## config.mk

```make
export PLATFORM = sky130hd
export DESIGN_NAME = voltage_sweep_mppt_unit
export DESIGN_NICKNAME = d
export VERILOG_FILES = /design/src/rtl/vsm_pkg.sv /design/src/rtl/vsm_regs.sv /design/src/rtl/vsm_core.sv /design/src/rtl/voltage_sweep_mppt_unit.sv
export VERILOG_INCLUDE_DIRS = /design/src /design/src/rtl
export SDC_FILE = /design/constraint.sdc
export NUM_CORES = 2
export LEC_CHECK = 0
export BUFFER_PORTS_ARGS = -buffer_cell sky130_fd_sc_hd__buf_4
export CORE_MARGIN = 4
export CORE_UTILIZATION = 33
export CTS_CLUSTER_SIZE = 8
export DETAILED_ROUTE_END_ITERATION = 8
export SYNTH_ARGS = -nofsm -noshare
export SYNTH_HDL_FRONTEND = slang
export SYNTH_SLANG_ARGS = --single-unit
```

## constraint.sdc

```tcl
create_clock -name i_clk -period 10 [get_ports i_clk]
set_clock_uncertainty 0.1 [all_clocks]
set_input_delay 1.5 -clock i_clk [delete_from_list [all_inputs] [get_ports i_clk]]
set_output_delay 1.5 -clock i_clk [all_outputs]
set_load 0.05 [all_outputs]
```

## src/rtl/assert_macros.svh

```systemverilog
// assertion macros used by the top-level rtl file
`ifndef ASSERT_MACROS_SVH
`define ASSERT_MACROS_SVH

// property checked on every rising edge of i_clk outside reset
`define ASSERT_AT_CLK(label, prop, msg) \
    label: assert property (@(posedge i_clk) disable iff (!i_rst_n) (prop)) \
        else $error(msg);

// consequent checked in the cycle after the antecedent
`define ASSERT_NEXT(label, ante, cons, msg) \
    label: assert property (@(posedge i_clk) disable iff (!i_rst_n) (ante) |=> (cons)) \
        else $error(msg);

`endif

```

## src/rtl/vsm_pkg.sv

```systemverilog
// shared types and constants of the voltage sweep tracker
package vsm_pkg;

    localparam int SAMPLE_BITS = 12;
    localparam int STEP_W      = 6;
    localparam logic [STEP_W-1:0] LAST_STEP  = 6'd39;
    localparam logic [STEP_W-1:0] FIRST_STEP = 6'd1;

    localparam int VG_W    = 18;
    localparam int VO_W    = 10;
    localparam int CG_W    = 14;
    localparam int SCORE_W = 32;

    localparam int CFG_ADDR_W = 5;
    localparam int CFG_DATA_W = 32;

    localparam logic [2:0] REG_ARRAY_VOLT_GAIN     = 3'd0;
    localparam logic [2:0] REG_ARRAY_VOLT_OFFSET   = 3'd1;
    localparam logic [2:0] REG_ARRAY_CURR_GAIN     = 3'd2;
    localparam logic [2:0] REG_BATTERY_VOLT_GAIN   = 3'd3;
    localparam logic [2:0] REG_BATTERY_VOLT_OFFSET = 3'd4;
    localparam logic [2:0] REG_BATTERY_CURR_GAIN   = 3'd5;
    localparam logic [2:0] REG_POWER_THRESHOLD     = 3'd6;
    localparam logic [2:0] REG_OPTIMIZE_MODE       = 3'd7;

    localparam logic MODE_POWER      = 1'b0;
    localparam logic MODE_EFFICIENCY = 1'b1;

    typedef struct packed {
        logic [VG_W-1:0]    array_volt_gain;
        logic [VO_W-1:0]    array_volt_offset;
        logic [CG_W-1:0]    array_curr_gain;
        logic [VG_W-1:0]    battery_volt_gain;
        logic [VO_W-1:0]    battery_volt_offset;
        logic [CG_W-1:0]    battery_curr_gain;
        logic [SCORE_W-1:0] power_threshold;
        logic               optimize_mode;
    } t_cfg;

    typedef struct packed {
        logic [SAMPLE_BITS-1:0] array_volt_raw;
        logic [SAMPLE_BITS-1:0] array_curr_raw;
        logic [SAMPLE_BITS-1:0] battery_volt_raw;
        logic [SAMPLE_BITS-1:0] battery_curr_raw;
    } t_raw;

    typedef struct packed {
        logic               done;
        logic               qualify;
        logic [SCORE_W-1:0] score;
    } t_core_res;

endpackage

```

## src/rtl/vsm_regs.sv

```systemverilog
// configuration register file on the apb port
module vsm_regs (
    input  logic                              i_clk,
    input  logic                              i_rst_n,
    input  logic                              psel,
    input  logic                              penable,
    input  logic                              pwrite,
    input  logic [vsm_pkg::CFG_ADDR_W-1:0]    paddr,
    input  logic [vsm_pkg::CFG_DATA_W-1:0]    pwdata,
    output logic [vsm_pkg::CFG_DATA_W-1:0]    prdata,
    output logic                              pready,
    output vsm_pkg::t_cfg                     o_cfg
);

    vsm_pkg::t_cfg r_cfg;
    vsm_pkg::t_cfg n_cfg;
    logic [2:0]    reg_idx;
    logic          wr_en;

    assign pready  = 1'b1;
    assign reg_idx = paddr[vsm_pkg::CFG_ADDR_W-1:2];
    assign wr_en   = psel && penable && pwrite && pready;
    assign o_cfg   = r_cfg;

    always_comb begin
        n_cfg = r_cfg;
        if (wr_en) begin
            case (reg_idx)
                vsm_pkg::REG_ARRAY_VOLT_GAIN:
                    n_cfg.array_volt_gain = pwdata[vsm_pkg::VG_W-1:0];
                vsm_pkg::REG_ARRAY_VOLT_OFFSET:
                    n_cfg.array_volt_offset = pwdata[vsm_pkg::VO_W-1:0];
                vsm_pkg::REG_ARRAY_CURR_GAIN:
                    n_cfg.array_curr_gain = pwdata[vsm_pkg::CG_W-1:0];
                vsm_pkg::REG_BATTERY_VOLT_GAIN:
                    n_cfg.battery_volt_gain = pwdata[vsm_pkg::VG_W-1:0];
                vsm_pkg::REG_BATTERY_VOLT_OFFSET:
                    n_cfg.battery_volt_offset = pwdata[vsm_pkg::VO_W-1:0];
                vsm_pkg::REG_BATTERY_CURR_GAIN:
                    n_cfg.battery_curr_gain = pwdata[vsm_pkg::CG_W-1:0];
                vsm_pkg::REG_POWER_THRESHOLD:
                    n_cfg.power_threshold = pwdata[vsm_pkg::SCORE_W-1:0];
                vsm_pkg::REG_OPTIMIZE_MODE:
                    n_cfg.optimize_mode = pwdata[0];
                default: n_cfg = r_cfg;
            endcase
        end
    end

    always_comb begin
        case (reg_idx)
            vsm_pkg::REG_ARRAY_VOLT_GAIN:
                prdata = vsm_pkg::CFG_DATA_W'(r_cfg.array_volt_gain);
            vsm_pkg::REG_ARRAY_VOLT_OFFSET:
                prdata = vsm_pkg::CFG_DATA_W'(r_cfg.array_volt_offset);
            vsm_pkg::REG_ARRAY_CURR_GAIN:
                prdata = vsm_pkg::CFG_DATA_W'(r_cfg.array_curr_gain);
            vsm_pkg::REG_BATTERY_VOLT_GAIN:
                prdata = vsm_pkg::CFG_DATA_W'(r_cfg.battery_volt_gain);
            vsm_pkg::REG_BATTERY_VOLT_OFFSET:
                prdata = vsm_pkg::CFG_DATA_W'(r_cfg.battery_volt_offset);
            vsm_pkg::REG_BATTERY_CURR_GAIN:
                prdata = vsm_pkg::CFG_DATA_W'(r_cfg.battery_curr_gain);
            vsm_pkg::REG_POWER_THRESHOLD:
                prdata = vsm_pkg::CFG_DATA_W'(r_cfg.power_threshold);
            vsm_pkg::REG_OPTIMIZE_MODE:
                prdata = vsm_pkg::CFG_DATA_W'(r_cfg.optimize_mode);
            default: prdata = '0;
        endcase
    end

    always_ff @(posedge i_clk) begin
        if (!i_rst_n) begin
            r_cfg.array_volt_gain     <= 18'd114108;
            r_cfg.array_volt_offset   <= 10'd6;
            r_cfg.array_curr_gain     <= 14'd8115;
            r_cfg.battery_volt_gain   <= 18'd168970;
            r_cfg.battery_volt_offset <= 10'd67;
            r_cfg.battery_curr_gain   <= 14'd8247;
            r_cfg.power_threshold     <= 32'd1000000;
            r_cfg.optimize_mode       <= vsm_pkg::MODE_POWER;
        end else begin
            r_cfg <= n_cfg;
        end
    end

endmodule

```

## src/rtl/vsm_core.sv

```systemverilog
// scoring engine: shared multiplier and shift-subtract divider under a sequencer
module vsm_core (
    input  logic               i_clk,
    input  logic               i_rst_n,
    input  logic               i_start,
    input  vsm_pkg::t_raw      i_raw,
    input  vsm_pkg::t_cfg      i_cfg,
    output vsm_pkg::t_core_res o_res
);

    localparam int VMV_W  = vsm_pkg::VG_W + 1;
    localparam int IMA_W  = vsm_pkg::CG_W;
    localparam int PWR_W  = VMV_W + IMA_W;
    localparam int OPA_W  = VMV_W;
    localparam int OPB_W  = vsm_pkg::VG_W;
    localparam int PROD_W = OPA_W + OPB_W;
    localparam int Q_FRAC = 16;
    localparam int REM_W  = PWR_W + 1;
    localparam int SW     = vsm_pkg::SCORE_W;
    localparam int SB     = vsm_pkg::SAMPLE_BITS;

    localparam logic [1:0] ST_IDLE = 2'd0;
    localparam logic [1:0] ST_MUL  = 2'd1;
    localparam logic [1:0] ST_EVAL = 2'd2;
    localparam logic [1:0] ST_DIV  = 2'd3;

    localparam logic [2:0] OP_AV   = 3'd0;
    localparam logic [2:0] OP_AI   = 3'd1;
    localparam logic [2:0] OP_BV   = 3'd2;
    localparam logic [2:0] OP_BI   = 3'd3;
    localparam logic [2:0] OP_PIN  = 3'd4;
    localparam logic [2:0] OP_POUT = 3'd5;

    localparam logic [4:0] CNT_LAST_OP  = 5'(OP_POUT);
    localparam logic [4:0] CNT_LAST_DIV = 5'(SW - 1);

    logic [1:0]        r_state, n_state;
    logic [4:0]        r_cnt, n_cnt;
    logic [2:0]        r_wb_op, n_wb_op;
    logic              r_wb_vld, n_wb_vld;
    vsm_pkg::t_raw     r_raw, n_raw;
    logic [PROD_W-1:0] r_prod, n_prod;
    logic [VMV_W-1:0]  r_av, n_av, r_bv, n_bv;
    logic [IMA_W-1:0]  r_ai, n_ai, r_bi, n_bi;
    logic [PWR_W-1:0]  r_pin, n_pin, r_pout, n_pout;
    logic [REM_W-1:0]  r_rem, n_rem;
    logic [SW-1:0]     r_quo, n_quo;
    logic              r_done, n_done;
    logic              r_qual, n_qual;
    logic [SW-1:0]     r_score, n_score;

    logic [2:0]        issue_op;
    logic              issue;
    logic [OPA_W-1:0]  op_a;
    logic [OPB_W-1:0]  op_b;
    logic [REM_W-1:0]  trial;
    logic              trial_ge;
    logic              above_thr;
    logic              quo_ovf;

    assign o_res.done    = r_done;
    assign o_res.qualify = r_qual;
    assign o_res.score   = r_score;

    assign issue_op = r_cnt[2:0];
    assign issue    = (r_state == ST_MUL) && (r_cnt <= CNT_LAST_OP);

    always_comb begin
        case (issue_op)
            OP_AV: begin
                op_a = OPA_W'(r_raw.array_volt_raw);
                op_b = OPB_W'(i_cfg.array_volt_gain);
            end
            OP_AI: begin
                op_a = OPA_W'(r_raw.array_curr_raw);
                op_b = OPB_W'(i_cfg.array_curr_gain);
            end
            OP_BV: begin
                op_a = OPA_W'(r_raw.battery_volt_raw);
                op_b = OPB_W'(i_cfg.battery_volt_gain);
            end
            OP_BI: begin
                op_a = OPA_W'(r_raw.battery_curr_raw);
                op_b = OPB_W'(i_cfg.battery_curr_gain);
            end
            OP_PIN: begin
                op_a = r_av;
                op_b = OPB_W'(r_ai);
            end
            OP_POUT: begin
                op_a = r_bv;
                op_b = OPB_W'(r_bi);
            end
            default: begin
                op_a = '0;
                op_b = '0;
            end
        endcase
    end

    assign trial     = {r_rem[REM_W-2:0], r_quo[SW-1]};
    assign trial_ge  = trial >= REM_W'(r_pin);
    assign above_thr = r_pout > PWR_W'(i_cfg.power_threshold);
    assign quo_ovf   = {{Q_FRAC{1'b0}}, r_pout} >= {r_pin, {Q_FRAC{1'b0}}};

    always_comb begin
        n_state  = r_state;
        n_cnt    = r_cnt;
        n_wb_op  = issue_op;
        n_wb_vld = issue;
        n_raw    = r_raw;
        n_prod   = r_prod;
        n_av     = r_av;
        n_ai     = r_ai;
        n_bv     = r_bv;
        n_bi     = r_bi;
        n_pin    = r_pin;
        n_pout   = r_pout;
        n_rem    = r_rem;
        n_quo    = r_quo;
        n_done   = 1'b0;
        n_qual   = r_qual;
        n_score  = r_score;

        if (issue) begin
            n_prod = op_a * op_b;
        end

        if (r_wb_vld) begin
            case (r_wb_op)
                OP_AV:   n_av = VMV_W'(r_prod[SB +: vsm_pkg::VG_W])
                              + VMV_W'(i_cfg.array_volt_offset);
                OP_AI:   n_ai = r_prod[SB +: IMA_W];
                OP_BV:   n_bv = VMV_W'(r_prod[SB +: vsm_pkg::VG_W])
                              + VMV_W'(i_cfg.battery_volt_offset);
                OP_BI:   n_bi = r_prod[SB +: IMA_W];
                OP_PIN:  n_pin = r_prod[PWR_W-1:0];
                OP_POUT: n_pout = r_prod[PWR_W-1:0];
                default: n_prod = r_prod;
            endcase
        end

        case (r_state)
            ST_IDLE: begin
                if (i_start) begin
                    n_raw   = i_raw;
                    n_cnt   = '0;
                    n_state = ST_MUL;
                end
            end
            ST_MUL: begin
                n_cnt = r_cnt + 5'd1;
                if (r_wb_vld && (r_wb_op == OP_POUT)) begin
                    n_state = ST_EVAL;
                end
            end
            ST_EVAL: begin
                n_qual = above_thr;
                n_done = 1'b1;
                n_state = ST_IDLE;
                if (i_cfg.optimize_mode == vsm_pkg::MODE_POWER) begin
                    n_score = r_pout[PWR_W-1] ? '1 : r_pout[SW-1:0];
                end else if ((r_pin == '0) || quo_ovf) begin
                    n_score = '1;
                end else if (above_thr) begin
                    n_done  = 1'b0;
                    n_rem   = REM_W'(r_pout[PWR_W-1:Q_FRAC]);
                    n_quo   = {r_pout[Q_FRAC-1:0], {(SW-Q_FRAC){1'b0}}};
                    n_cnt   = '0;
                    n_state = ST_DIV;
                end
            end
            ST_DIV: begin
                n_rem = trial_ge ? (trial - REM_W'(r_pin)) : trial;
                n_quo = {r_quo[SW-2:0], trial_ge};
                n_cnt = r_cnt + 5'd1;
                if (r_cnt == CNT_LAST_DIV) begin
                    n_score = {r_quo[SW-2:0], trial_ge};
                    n_done  = 1'b1;
                    n_state = ST_IDLE;
                end
            end
            default: n_state = ST_IDLE;
        endcase
    end

    always_ff @(posedge i_clk) begin
        if (!i_rst_n) begin
            r_state  <= ST_IDLE;
            r_cnt    <= '0;
            r_wb_vld <= 1'b0;
            r_done   <= 1'b0;
        end else begin
            r_state  <= n_state;
            r_cnt    <= n_cnt;
            r_wb_vld <= n_wb_vld;
            r_done   <= n_done;
        end
    end

    always_ff @(posedge i_clk) begin
        r_wb_op <= n_wb_op;
        r_raw   <= n_raw;
        r_prod  <= n_prod;
        r_av    <= n_av;
        r_ai    <= n_ai;
        r_bv    <= n_bv;
        r_bi    <= n_bi;
        r_pin   <= n_pin;
        r_pout  <= n_pout;
        r_rem   <= n_rem;
        r_quo   <= n_quo;
        r_qual  <= n_qual;
        r_score <= n_score;
    end

endmodule

```

## src/rtl/voltage_sweep_mppt_unit.sv

```systemverilog
// Voltage sweep maximum power point tracker, top level.
// A transaction flagged as start (s_tuser) opens a sweep and answers with duty step 1;
// each following transaction carries the four converter readings for the step in force
// and is answered with the next step, until step 39 closes the sweep (m_tlast) and the
// best scoring step is held from then on. Start and holding transactions skip the scoring
// engine. A sweep transaction runs through one shared multiplier for six products; in
// efficiency mode a qualifying step with nonzero input power and no saturated ratio also
// runs a one-bit-per-cycle divider for 32 quotient bits. The input is not ready while a
// transaction is being scored; a finished result waits in the output register while the
// next transaction is taken. Configuration is written over the apb port; the user must
// write it only while the block is idle, as the block itself does not enforce this.
`include "assert_macros.svh"

module voltage_sweep_mppt_unit (
    input  logic                           i_clk,
    input  logic                           i_rst_n,
    input  logic                           s_tvalid,
    output logic                           s_tready,
    // array_volt_raw, array_curr_raw, battery_volt_raw, battery_curr_raw
    input  logic [4*vsm_pkg::SAMPLE_BITS-1:0] s_tdata,
    // start_req
    input  logic                           s_tuser,
    output logic                           m_tvalid,
    input  logic                           m_tready,
    // duty_step, zero padded to a byte
    output logic [7:0]                     m_tdata,
    // sweeping
    output logic                           m_tuser,
    // sweep_done
    output logic                           m_tlast,
    input  logic                           psel,
    input  logic                           penable,
    input  logic                           pwrite,
    input  logic [vsm_pkg::CFG_ADDR_W-1:0] paddr,
    input  logic [vsm_pkg::CFG_DATA_W-1:0] pwdata,
    output logic [vsm_pkg::CFG_DATA_W-1:0] prdata,
    output logic                           pready
);

    localparam int SB = vsm_pkg::SAMPLE_BITS;
    localparam int STW = vsm_pkg::STEP_W;

    localparam logic [1:0] ST_IDLE = 2'd0;
    localparam logic [1:0] ST_RUN  = 2'd1;
    localparam logic [1:0] ST_PUSH = 2'd2;

    vsm_pkg::t_cfg      cfg;
    vsm_pkg::t_raw      raw;
    vsm_pkg::t_core_res core_res;

    logic [1:0]                 r_state, n_state;
    logic                       r_in_sweep, n_in_sweep;
    logic [STW-1:0]             r_cur_step, n_cur_step;
    logic [STW-1:0]             r_best_step, n_best_step;
    logic [vsm_pkg::SCORE_W-1:0] r_best_score, n_best_score;
    logic [STW-1:0]             r_res_duty, n_res_duty;
    logic                       r_res_sweeping, n_res_sweeping;
    logic                       r_res_done, n_res_done;
    logic                       r_m_valid, n_m_valid;
    logic [STW-1:0]             r_m_duty, n_m_duty;
    logic                       r_m_sweeping, n_m_sweeping;
    logic                       r_m_done, n_m_done;

    logic in_acc;
    logic core_start;
    logic out_free;

    assign raw.array_volt_raw   = s_tdata[0*SB +: SB];
    assign raw.array_curr_raw   = s_tdata[1*SB +: SB];
    assign raw.battery_volt_raw = s_tdata[2*SB +: SB];
    assign raw.battery_curr_raw = s_tdata[3*SB +: SB];

    assign s_tready   = (r_state == ST_IDLE);
    assign in_acc     = s_tvalid && s_tready;
    assign core_start = in_acc && !s_tuser && r_in_sweep;
    assign out_free   = !r_m_valid || m_tready;

    assign m_tvalid = r_m_valid;
    assign m_tdata  = {{(8-STW){1'b0}}, r_m_duty};
    assign m_tuser  = r_m_sweeping;
    assign m_tlast  = r_m_done;

    vsm_regs u_regs (
        .i_clk   (i_clk),
        .i_rst_n (i_rst_n),
        .psel    (psel),
        .penable (penable),
        .pwrite  (pwrite),
        .paddr   (paddr),
        .pwdata  (pwdata),
        .prdata  (prdata),
        .pready  (pready),
        .o_cfg   (cfg)
    );

    vsm_core u_core (
        .i_clk   (i_clk),
        .i_rst_n (i_rst_n),
        .i_start (core_start),
        .i_raw   (raw),
        .i_cfg   (cfg),
        .o_res   (core_res)
    );

    always_comb begin
        n_state        = r_state;
        n_in_sweep     = r_in_sweep;
        n_cur_step     = r_cur_step;
        n_best_step    = r_best_step;
        n_best_score   = r_best_score;
        n_res_duty     = r_res_duty;
        n_res_sweeping = r_res_sweeping;
        n_res_done     = r_res_done;
        n_m_valid      = r_m_valid && !m_tready;
        n_m_duty       = r_m_duty;
        n_m_sweeping   = r_m_sweeping;
        n_m_done       = r_m_done;

        case (r_state)
            ST_IDLE: begin
                if (in_acc) begin
                    if (s_tuser) begin
                        n_in_sweep     = 1'b1;
                        n_cur_step     = vsm_pkg::FIRST_STEP;
                        n_best_step    = '0;
                        n_best_score   = '0;
                        n_res_duty     = vsm_pkg::FIRST_STEP;
                        n_res_sweeping = 1'b1;
                        n_res_done     = 1'b0;
                        n_state        = ST_PUSH;
                    end else if (r_in_sweep) begin
                        n_state = ST_RUN;
                    end else begin
                        n_res_duty     = r_best_step;
                        n_res_sweeping = 1'b0;
                        n_res_done     = 1'b0;
                        n_state        = ST_PUSH;
                    end
                end
            end
            ST_RUN: begin
                if (core_res.done) begin
                    if (core_res.qualify && (core_res.score > r_best_score)) begin
                        n_best_score = core_res.score;
                        n_best_step  = r_cur_step;
                    end
                    if (r_cur_step >= vsm_pkg::LAST_STEP) begin
                        n_in_sweep     = 1'b0;
                        n_res_duty     = n_best_step;
                        n_res_sweeping = 1'b0;
                        n_res_done     = 1'b1;
                    end else begin
                        n_cur_step     = r_cur_step + 1'b1;
                        n_res_duty     = r_cur_step + 1'b1;
                        n_res_sweeping = 1'b1;
                        n_res_done     = 1'b0;
                    end
                    n_state = ST_PUSH;
                end
            end
            ST_PUSH: begin
                if (out_free) begin
                    n_m_valid    = 1'b1;
                    n_m_duty     = r_res_duty;
                    n_m_sweeping = r_res_sweeping;
                    n_m_done     = r_res_done;
                    n_state      = ST_IDLE;
                end
            end
            default: n_state = ST_IDLE;
        endcase
    end

    always_ff @(posedge i_clk) begin
        if (!i_rst_n) begin
            r_state      <= ST_IDLE;
            r_in_sweep   <= 1'b0;
            r_cur_step   <= '0;
            r_best_step  <= '0;
            r_best_score <= '0;
            r_m_valid    <= 1'b0;
        end else begin
            r_state      <= n_state;
            r_in_sweep   <= n_in_sweep;
            r_cur_step   <= n_cur_step;
            r_best_step  <= n_best_step;
            r_best_score <= n_best_score;
            r_m_valid    <= n_m_valid;
        end
    end

    always_ff @(posedge i_clk) begin
        r_res_duty     <= n_res_duty;
        r_res_sweeping <= n_res_sweeping;
        r_res_done     <= n_res_done;
        r_m_duty       <= n_m_duty;
        r_m_sweeping   <= n_m_sweeping;
        r_m_done       <= n_m_done;
    end

    `ASSERT_AT_CLK(a_core_done_in_run, core_res.done |-> (r_state == ST_RUN), "core finished outside run state")
    `ASSERT_NEXT(a_sweep_item_runs, core_start, (r_state == ST_RUN), "sweep transaction did not start scoring")
    `ASSERT_AT_CLK(a_step_range, r_in_sweep |-> ((r_cur_step >= vsm_pkg::FIRST_STEP) && (r_cur_step <= vsm_pkg::LAST_STEP)), "step out of range during sweep")
    `ASSERT_AT_CLK(a_done_not_sweeping, (m_tvalid && m_tlast) |-> !m_tuser, "sweep done flagged while sweeping")

endmodule

```

# --- Yosys cells after proc, flatten, opt, wreduce, memory -nomap -nowiden ---
# Index checks and enable logic that the tools add are counted.
op_classes:
  add_sub_neg: 5
  n_mul: 1
  n_lt_le_gt_ge: 6
  eq_ne: 39
  n_mux: 82
  n_reduce_logical: 50
ops:
  columns: ["op", "n"]
  rows:
  - ["$mux W32", 11]
  - ["$pmux W32 S8", 1]
  - ["$pmux W32 S2", 3]
  - ["$mux W33", 4]
  - ["$pmux W19 S6", 1]
  - ["$mux W37", 3]
  - ["$pmux W18 S6", 1]
  - ["$mux W6", 13]
  - ["$pmux W33 S2", 1]
  - ["$ge A33 B49 Y1", 1]
  - ["$add A18 B10 Y19", 2]
  - ["$mul A19 B18 Y37", 1]
  - ["$pmux W6 S2", 3]
  - ["$ge A34 B33 Y1", 1]
  - ["$gt A33 B32 Y1", 1]
  - ["$logic_not A33 Y1", 1]
  - ["$sub A33 B33 Y33", 1]
  - ["$gt A32 B32 Y1", 1]
  - ["$reduce_and A2 Y1", 16]
  - ["$eq A3 B3 Y1 const B", 8]
  - ["$mux W2", 11]
  - ["$mux W5", 4]
  - ["$mux W1", 19]
  - ["$eq A3 B2 Y1 const B", 6]
  - ["27 further kinds", 69]
totals:
  register_bits: 508
  in_bits: 93
  out_inout_bits: 45

# --- Logic depth before layout (Yosys ltp) ---
depth:
  ltp_word: 6
  depth_mapped: 33
  depth_no_buf: 29

# --- Modules after synthesis ---
# Synthesis repeated with hierarchy kept, for this count alone.
unflattened:
  hier_cells: 3689
  hier_area_um2: 36107.1
by_module_without_submodules:
  columns: ["module", "n_inst", "cells_each", "area_each_um2", "seq_area_each_um2"]
  rows:
  - ["vsm_core", 1, 2700, 27071.0, 9579.2]
  - ["vsm_regs", 1, 613, 5510.3, 2342.2]
  - ["voltage_sweep_mppt_unit", 1, 376, 3525.9, 1441.4]

# --- Least setup slack after synthesis ---
# No wires, ideal clock.
synth_timing:
  path_kind: "register to register"
  start: "reg u_core.r_cnt[1]"
  end: "reg u_core.r_prod[31], data pin"
  setup_ps: 258
  arrival_time_ps: 7864
  required_time_ps: 9642
  path_slack_ps: 1778
  stages_incl_launch_ff: 30
  n_path_buf: 3
  cell_sequence: "dfxtp_1 inv_1 ha_1 clkbuf_1 clkbuf_1 a222oi_1 nor2_1 a221oi_1 clkbuf_1 nor2_1 fa_1 inv_1 fa_1 fa_1 inv_1 fa_1 fa_1 inv_1 fa_1 inv_1 ha_1 a21o_1 a21o_1 a31oi_1 a31oi_1 and3b_1 o41ai_1 o2111ai_1 a21oi_1 xnor2_1"
synth_via:
  elab_chain_cells: 6
synth_rtl:
  columns: ["item", "line_no", "text"]
  rows:
  - ["start: declaration", "vsm_core.sv:38", "logic [4:0] r_cnt, n_cnt;"]
  - ["start signal: assignment", "vsm_core.sv:195", "r_cnt <= n_cnt;"]
  - ["$eq A3 B3 Y1 (tied with other cells)", "vsm_core.sv:69", "case (issue_op)"]
  - ["$pmux W19 S6 / $pmux W18 S6 (equally long branches)", "vsm_core.sv:69", null]
  - ["$mul A19 B18 Y37", "vsm_core.sv:126", "n_prod = op_a * op_b;"]
  - ["$mux W37 (*)", "vsm_core.sv:125", "if (issue) begin"]
  - ["$mux W37", "vsm_core.sv:130", "case (r_wb_op)"]
  - ["$mux W37 (*)", "vsm_core.sv:129", "if (r_wb_vld) begin"]
  - ["end signal: assignment", "vsm_core.sv:204", "r_prod <= n_prod;"]
  - ["end: declaration", "vsm_core.sv:42", "logic [PROD_W-1:0] r_prod, n_prod;"]
# Every way passes the cells marked *; elsewhere a longest branch is shown, timed or not. The select of a mux whose other input is x is not followed.
# A chain may end at the register's enable or synchronous reset.

# --- Final worst setup path ---
layout_timing:
  start: "reg u_core.r_cnt[1]"
  end: "reg u_core.r_prod[32], data pin"
# The elaborated chain is that of the path after synthesis.

==> run_results.csv <==
group,metric,value,unit
cts,cts_buffers,73,
sta,hold_violations,0,
cts,htreeDepth,3,
sta,fmaxAchievable,108,MHz
worst_setup_path,critical_path_arrival,9.55,ns
power_and_ir_drop,swShare,37.1,%
logic_synthesis,yosys_warnings,0,
die,dieWidth,334,um
global_routing,grt_usage,19.2,%
finish,n_antenna_cell,0,
logic_synthesis,synthesis.area,0.0350,mm2
power_and_ir_drop,comb_power_share,41.9,%
power_and_ir_drop,p_per_area,210,mW/mm2
outcome,status,"finished, final reports clean",
power_and_ir_drop,power_report.internal_total,0.00528,W
worst_setup_path,r2r-end,"u_core.r_prod[32]$_DFFE_PP_",
cts,path_clk_slew,0.05,ns
sta,tightest_slew,1.20,ns
die,initial_core_util,33.2,%
die,rows,119,
sta,setup_viol,0,
logic_synthesis,synthFlopType,"edfxtp_1",
cts,post_cts_buffers,0,
worst_setup_path,start_kind,"register",
drt,via_per_inst,5.23,
sta,fin_crit,9.30,ns
logic_synthesis,yosysTopAreaCell,"edfxtp_1",
global_routing,grt_max_degree,71,
placement,place_ws,0.878,ns
sta,grt_setup_unrepaired,"no",
worst_setup_path,worstSetupEndpointType,"register",
placement,post_dp_cell_area,0.0378,mm2
cts,cts-root-buf,"clkbuf_16",
logic_synthesis,yosys.area.top_type_share,28.1,%
placement,gp_congestion,0.946,
run,maxCapViolCount,0,
cts,post_cts_resized,0,
drt,drt_iter0_drc,2764,
sta,holdWs,0.315,ns
die,ios,138,
power_and_ir_drop,leakagePower,17.0,nW
logic_synthesis,synth_cell_type_count,79,
global_routing,grt_overflow,0,
finish,design_area,0.0399,mm2
finish,fin_util,37.9,%
global_routing,antenna_found_initial,6,
global_routing,grt_pass1_vias,27100,
drt,first_pass_iters,6,
finish,synthToLayoutAreaGrowth,14.1,%
min_path,holdCritStartpoint,"r_res_done$_SDFFCE_PN0P_",
sta,timing.final.crit_share,93.0,%
worst_setup_path,r2r_cells,25,
sta,slew_violations,0,
drt,drt_wl_total,108000,um
logic_synthesis,synth_edf_count,327,
cts,cts_tree,"done",
worst_setup_path,cp.required,10.25,ns
finish,fin_nets,4329,
logic_synthesis,ys_top_cells_by_area,"edfxtp_1, fa_1, dfxtp_1, ha_1, nand2_1",
cts,holdBufCountCts,0,
sta,setup_tns,0,ns
power_and_ir_drop,ir_drop,0.340,mV
placement,detailed_place_hpwl,80100,um
die,die_area,0.111,mm2
cts,ctsLongestPathBuffers,3,
placement,port_buffers,132,
logic_synthesis,ys_async_sr_fraction,0,%
finish,drive_gt1_share,10.0,%
power_and_ir_drop,p_clk_share,27.9,%
die,die_y,334,um
drt,num_vias,27000,
global_routing,grt_pass1_wl,165000,um
logic_synthesis,synth-seq-cells,504,
worst_setup_path,r2r_start,"u_core.r_cnt[1]$_SDFFE_PN0P_",
drt,drc,0,
min_path,hold_class,"reg2reg",
min_path,whs_path_depth,0,
cts,clock_sinks,504,
sta,setup_ws,0.705,ns
logic_synthesis,synth.avg_cell_area,9.73,um2
drt,antenna_left,0,
min_path,holdPathEnd,"m_tlast$_DFFE_PP_",
worst_setup_path,crit_type,"reg2reg",
worst_setup_path,r2r_slack,0.70,ns
die,fp.coreArea,0.105,mm2
logic_synthesis,yosysSeqAreaShare,38.2,%
logic_synthesis,synth_cells,3598,
cts,clkLatencyLatePin,0.64,ns
drt,route.detailed.wl_per_inst,20.9,um
sta,slew_headroom,19.4,%
power_and_ir_drop,netSwitchingPower,0.00311,W
worst_setup_path,worstPathMaxFanout,36,
power_and_ir_drop,p_seq_share,30.2,%
-- final cells by class --
type / instances / area (um2)
clock inverters: 9 / 181
inverters: 500 / 1880
fillers: 10500 / 65400
flip-flops and latches: 504 / 13400
well taps: 1391 / 1740
repair buffers: 198 / 1490
clock buffers: 109 / 1960
multi-input cells: 2458 / 19300
-- metal layers --
layer | up-vias | wire, um | track usage [%]
met3 | 209 | 9010 | 3.57
met2 | 1136 | 47100 | 29.6
li1 | 12400 | - | -
met1 | 13300 | 47600 | 27.1
met4 | 2 | 4060 | 6.82
met5 | - | 12 | 0
-- worst max path at each step --
stage / startpoint / endpoint / slack (ns)
after floorplan: u_core.r_cnt[1]$_SDFFE_PN0P_ / u_core.r_prod[31]$_DFFE_PP_ / 1.78
after global placement: u_core.r_cnt[1]$_SDFFE_PN0P_ / u_core.r_prod[32]$_DFFE_PP_ / 0.93
after detailed placement: u_core.r_cnt[1]$_SDFFE_PN0P_ / u_core.r_prod[32]$_DFFE_PP_ / 0.88
after CTS: u_core.r_cnt[1]$_SDFFE_PN0P_ / u_core.r_prod[32]$_DFFE_PP_ / 0.84
after global routing: u_core.r_cnt[1]$_SDFFE_PN0P_ / u_core.r_prod[31]$_DFFE_PP_ / 0.35
final: u_core.r_cnt[1]$_SDFFE_PN0P_ / u_core.r_prod[32]$_DFFE_PP_ / 0.70
-- cells by family (layout without fill, tap and decap cells) --
kind of cell             after synthesis  after routing  share of synthesized area (%)
AND/OR/NAND/NOR                     1169           1169                           14.5
AO/OA/AOI/OAI                        589            589                           11.4
multiplexers                          87             87                           2.71
XOR/XNOR                              91             91                           2.28
buffers and inverters                655            816                           7.18
adder cells (fa/ha/maj)              501            501                           23.7
flip-flops                           504            504                           38.2
other                                  2             21                         0.0215
-- critical path: stages (launching register included) --
cell and delay (ns):
dfxtp_1 0.38, inv_1 0.34, ha_2 0.94, a22oi_1 0.39, a21oi_1 0.40, a221o_1 0.45
nand2_1 0.15, fa_1 0.57, inv_1 0.05, fa_1 0.48, fa_1 0.52, fa_1 0.53
fa_1 0.54, inv_1 0.05, fa_1 0.63, inv_1 0.07, ha_1 0.37, a21oi_1 0.17
o21ai_0 0.11, a2111oi_0 0.55, o31ai_1 0.21, a21o_1 0.21, o41a_1 0.34, a21o_1 0.19
a21oi_1 0.16, xnor2_1 0.09
-- synthesized netlist by cell type, types with 32 or more instances --
| library cell | count |
|---|---|
| nor2_1 | 289 |
| fa_1 | 270 |
| nand3_1 | 103 |
| a22o_1 | 46 |
| clkbuf_1 | 124 |
| and3_1 | 37 |
| dfxtp_1 | 177 |
| a21o_1 | 53 |
| o21ai_0 | 90 |
| inv_1 | 499 |
| nand2_1 | 552 |
| mux2i_1 | 51 |
| mux2_2 | 33 |
| edfxtp_1 | 327 |
| ha_1 | 231 |
| a21oi_1 | 179 |
| xnor2_1 | 66 |
| nand2b_1 | 32 |
-- power by group through the flow --
| stage | Sequential [W] | Clock (W) | Combinational (W) |
|---|---|---|---|
| finish | 0.00254 | 0.00234 | 0.00352 |
| global route | 0.00254 | 0.00248 | 0.00406 |
| CTS | 0.00254 | 0.00238 | 0.00356 |
| detailed placement | 0.00258 | 0 | 0.00352 |
| global placement | 0.00258 | 0 | 0.00353 |
| floorplan | 0.00252 | 0 | 0.00266 |
-- cell usage in the layout (no fill, tap or decap), drive strengths merged, types with 31 or more instances in the layout --
cell	count
buf	198
dfxtp	177
a21o	54
a22oi	31
o21ai	93
fa	270
nor2	289
nand2b	32
inv	502
a22o	46
clkbuf	109
edfxtp	327
nand3	103
ha	231
mux2	33
xnor2	66
and3	37
nand2	553
a21oi	179
mux2i	51
-- registers in the layout, summed over array words and instances, names as in the netlist, 2 cells and up --
| register | count |
|---|---|
| r_best_step | 6 |
| u_core.r_prod | 33 |
| u_core.r_wb_op | 3 |
| r_res_duty | 6 |
| u_core.r_state | 2 |
| r_cur_step | 6 |
| u_core.r_rem | 33 |
| u_core.r_raw | 48 |
| r_m_duty | 6 |
| u_core.r_score | 32 |
| u_core.r_quo | 32 |
| u_core.r_ai | 14 |
| r_state | 2 |
| u_core.r_cnt | 5 |
| u_core.r_av | 19 |
| u_regs.o_cfg | 117 |
| r_best_score | 32 |
| u_core.r_bv | 19 |
| u_core.r_pout | 33 |
| u_core.r_bi | 14 |
| u_core.r_pin | 33 |
-- through the flow --
step | power (W) | std cells
3_3_place_gp | 0.00610 | 5051
6_report | 0.00840 | 5169
3_5_place_dp | 0.00610 | 5051
2_1_floorplan | 0.00518 | 3617
5_1_grt | 0.00907 | 5169
4_1_cts | 0.00847 | 5169
Note: power is estimated with default switching activity, not from simulation.
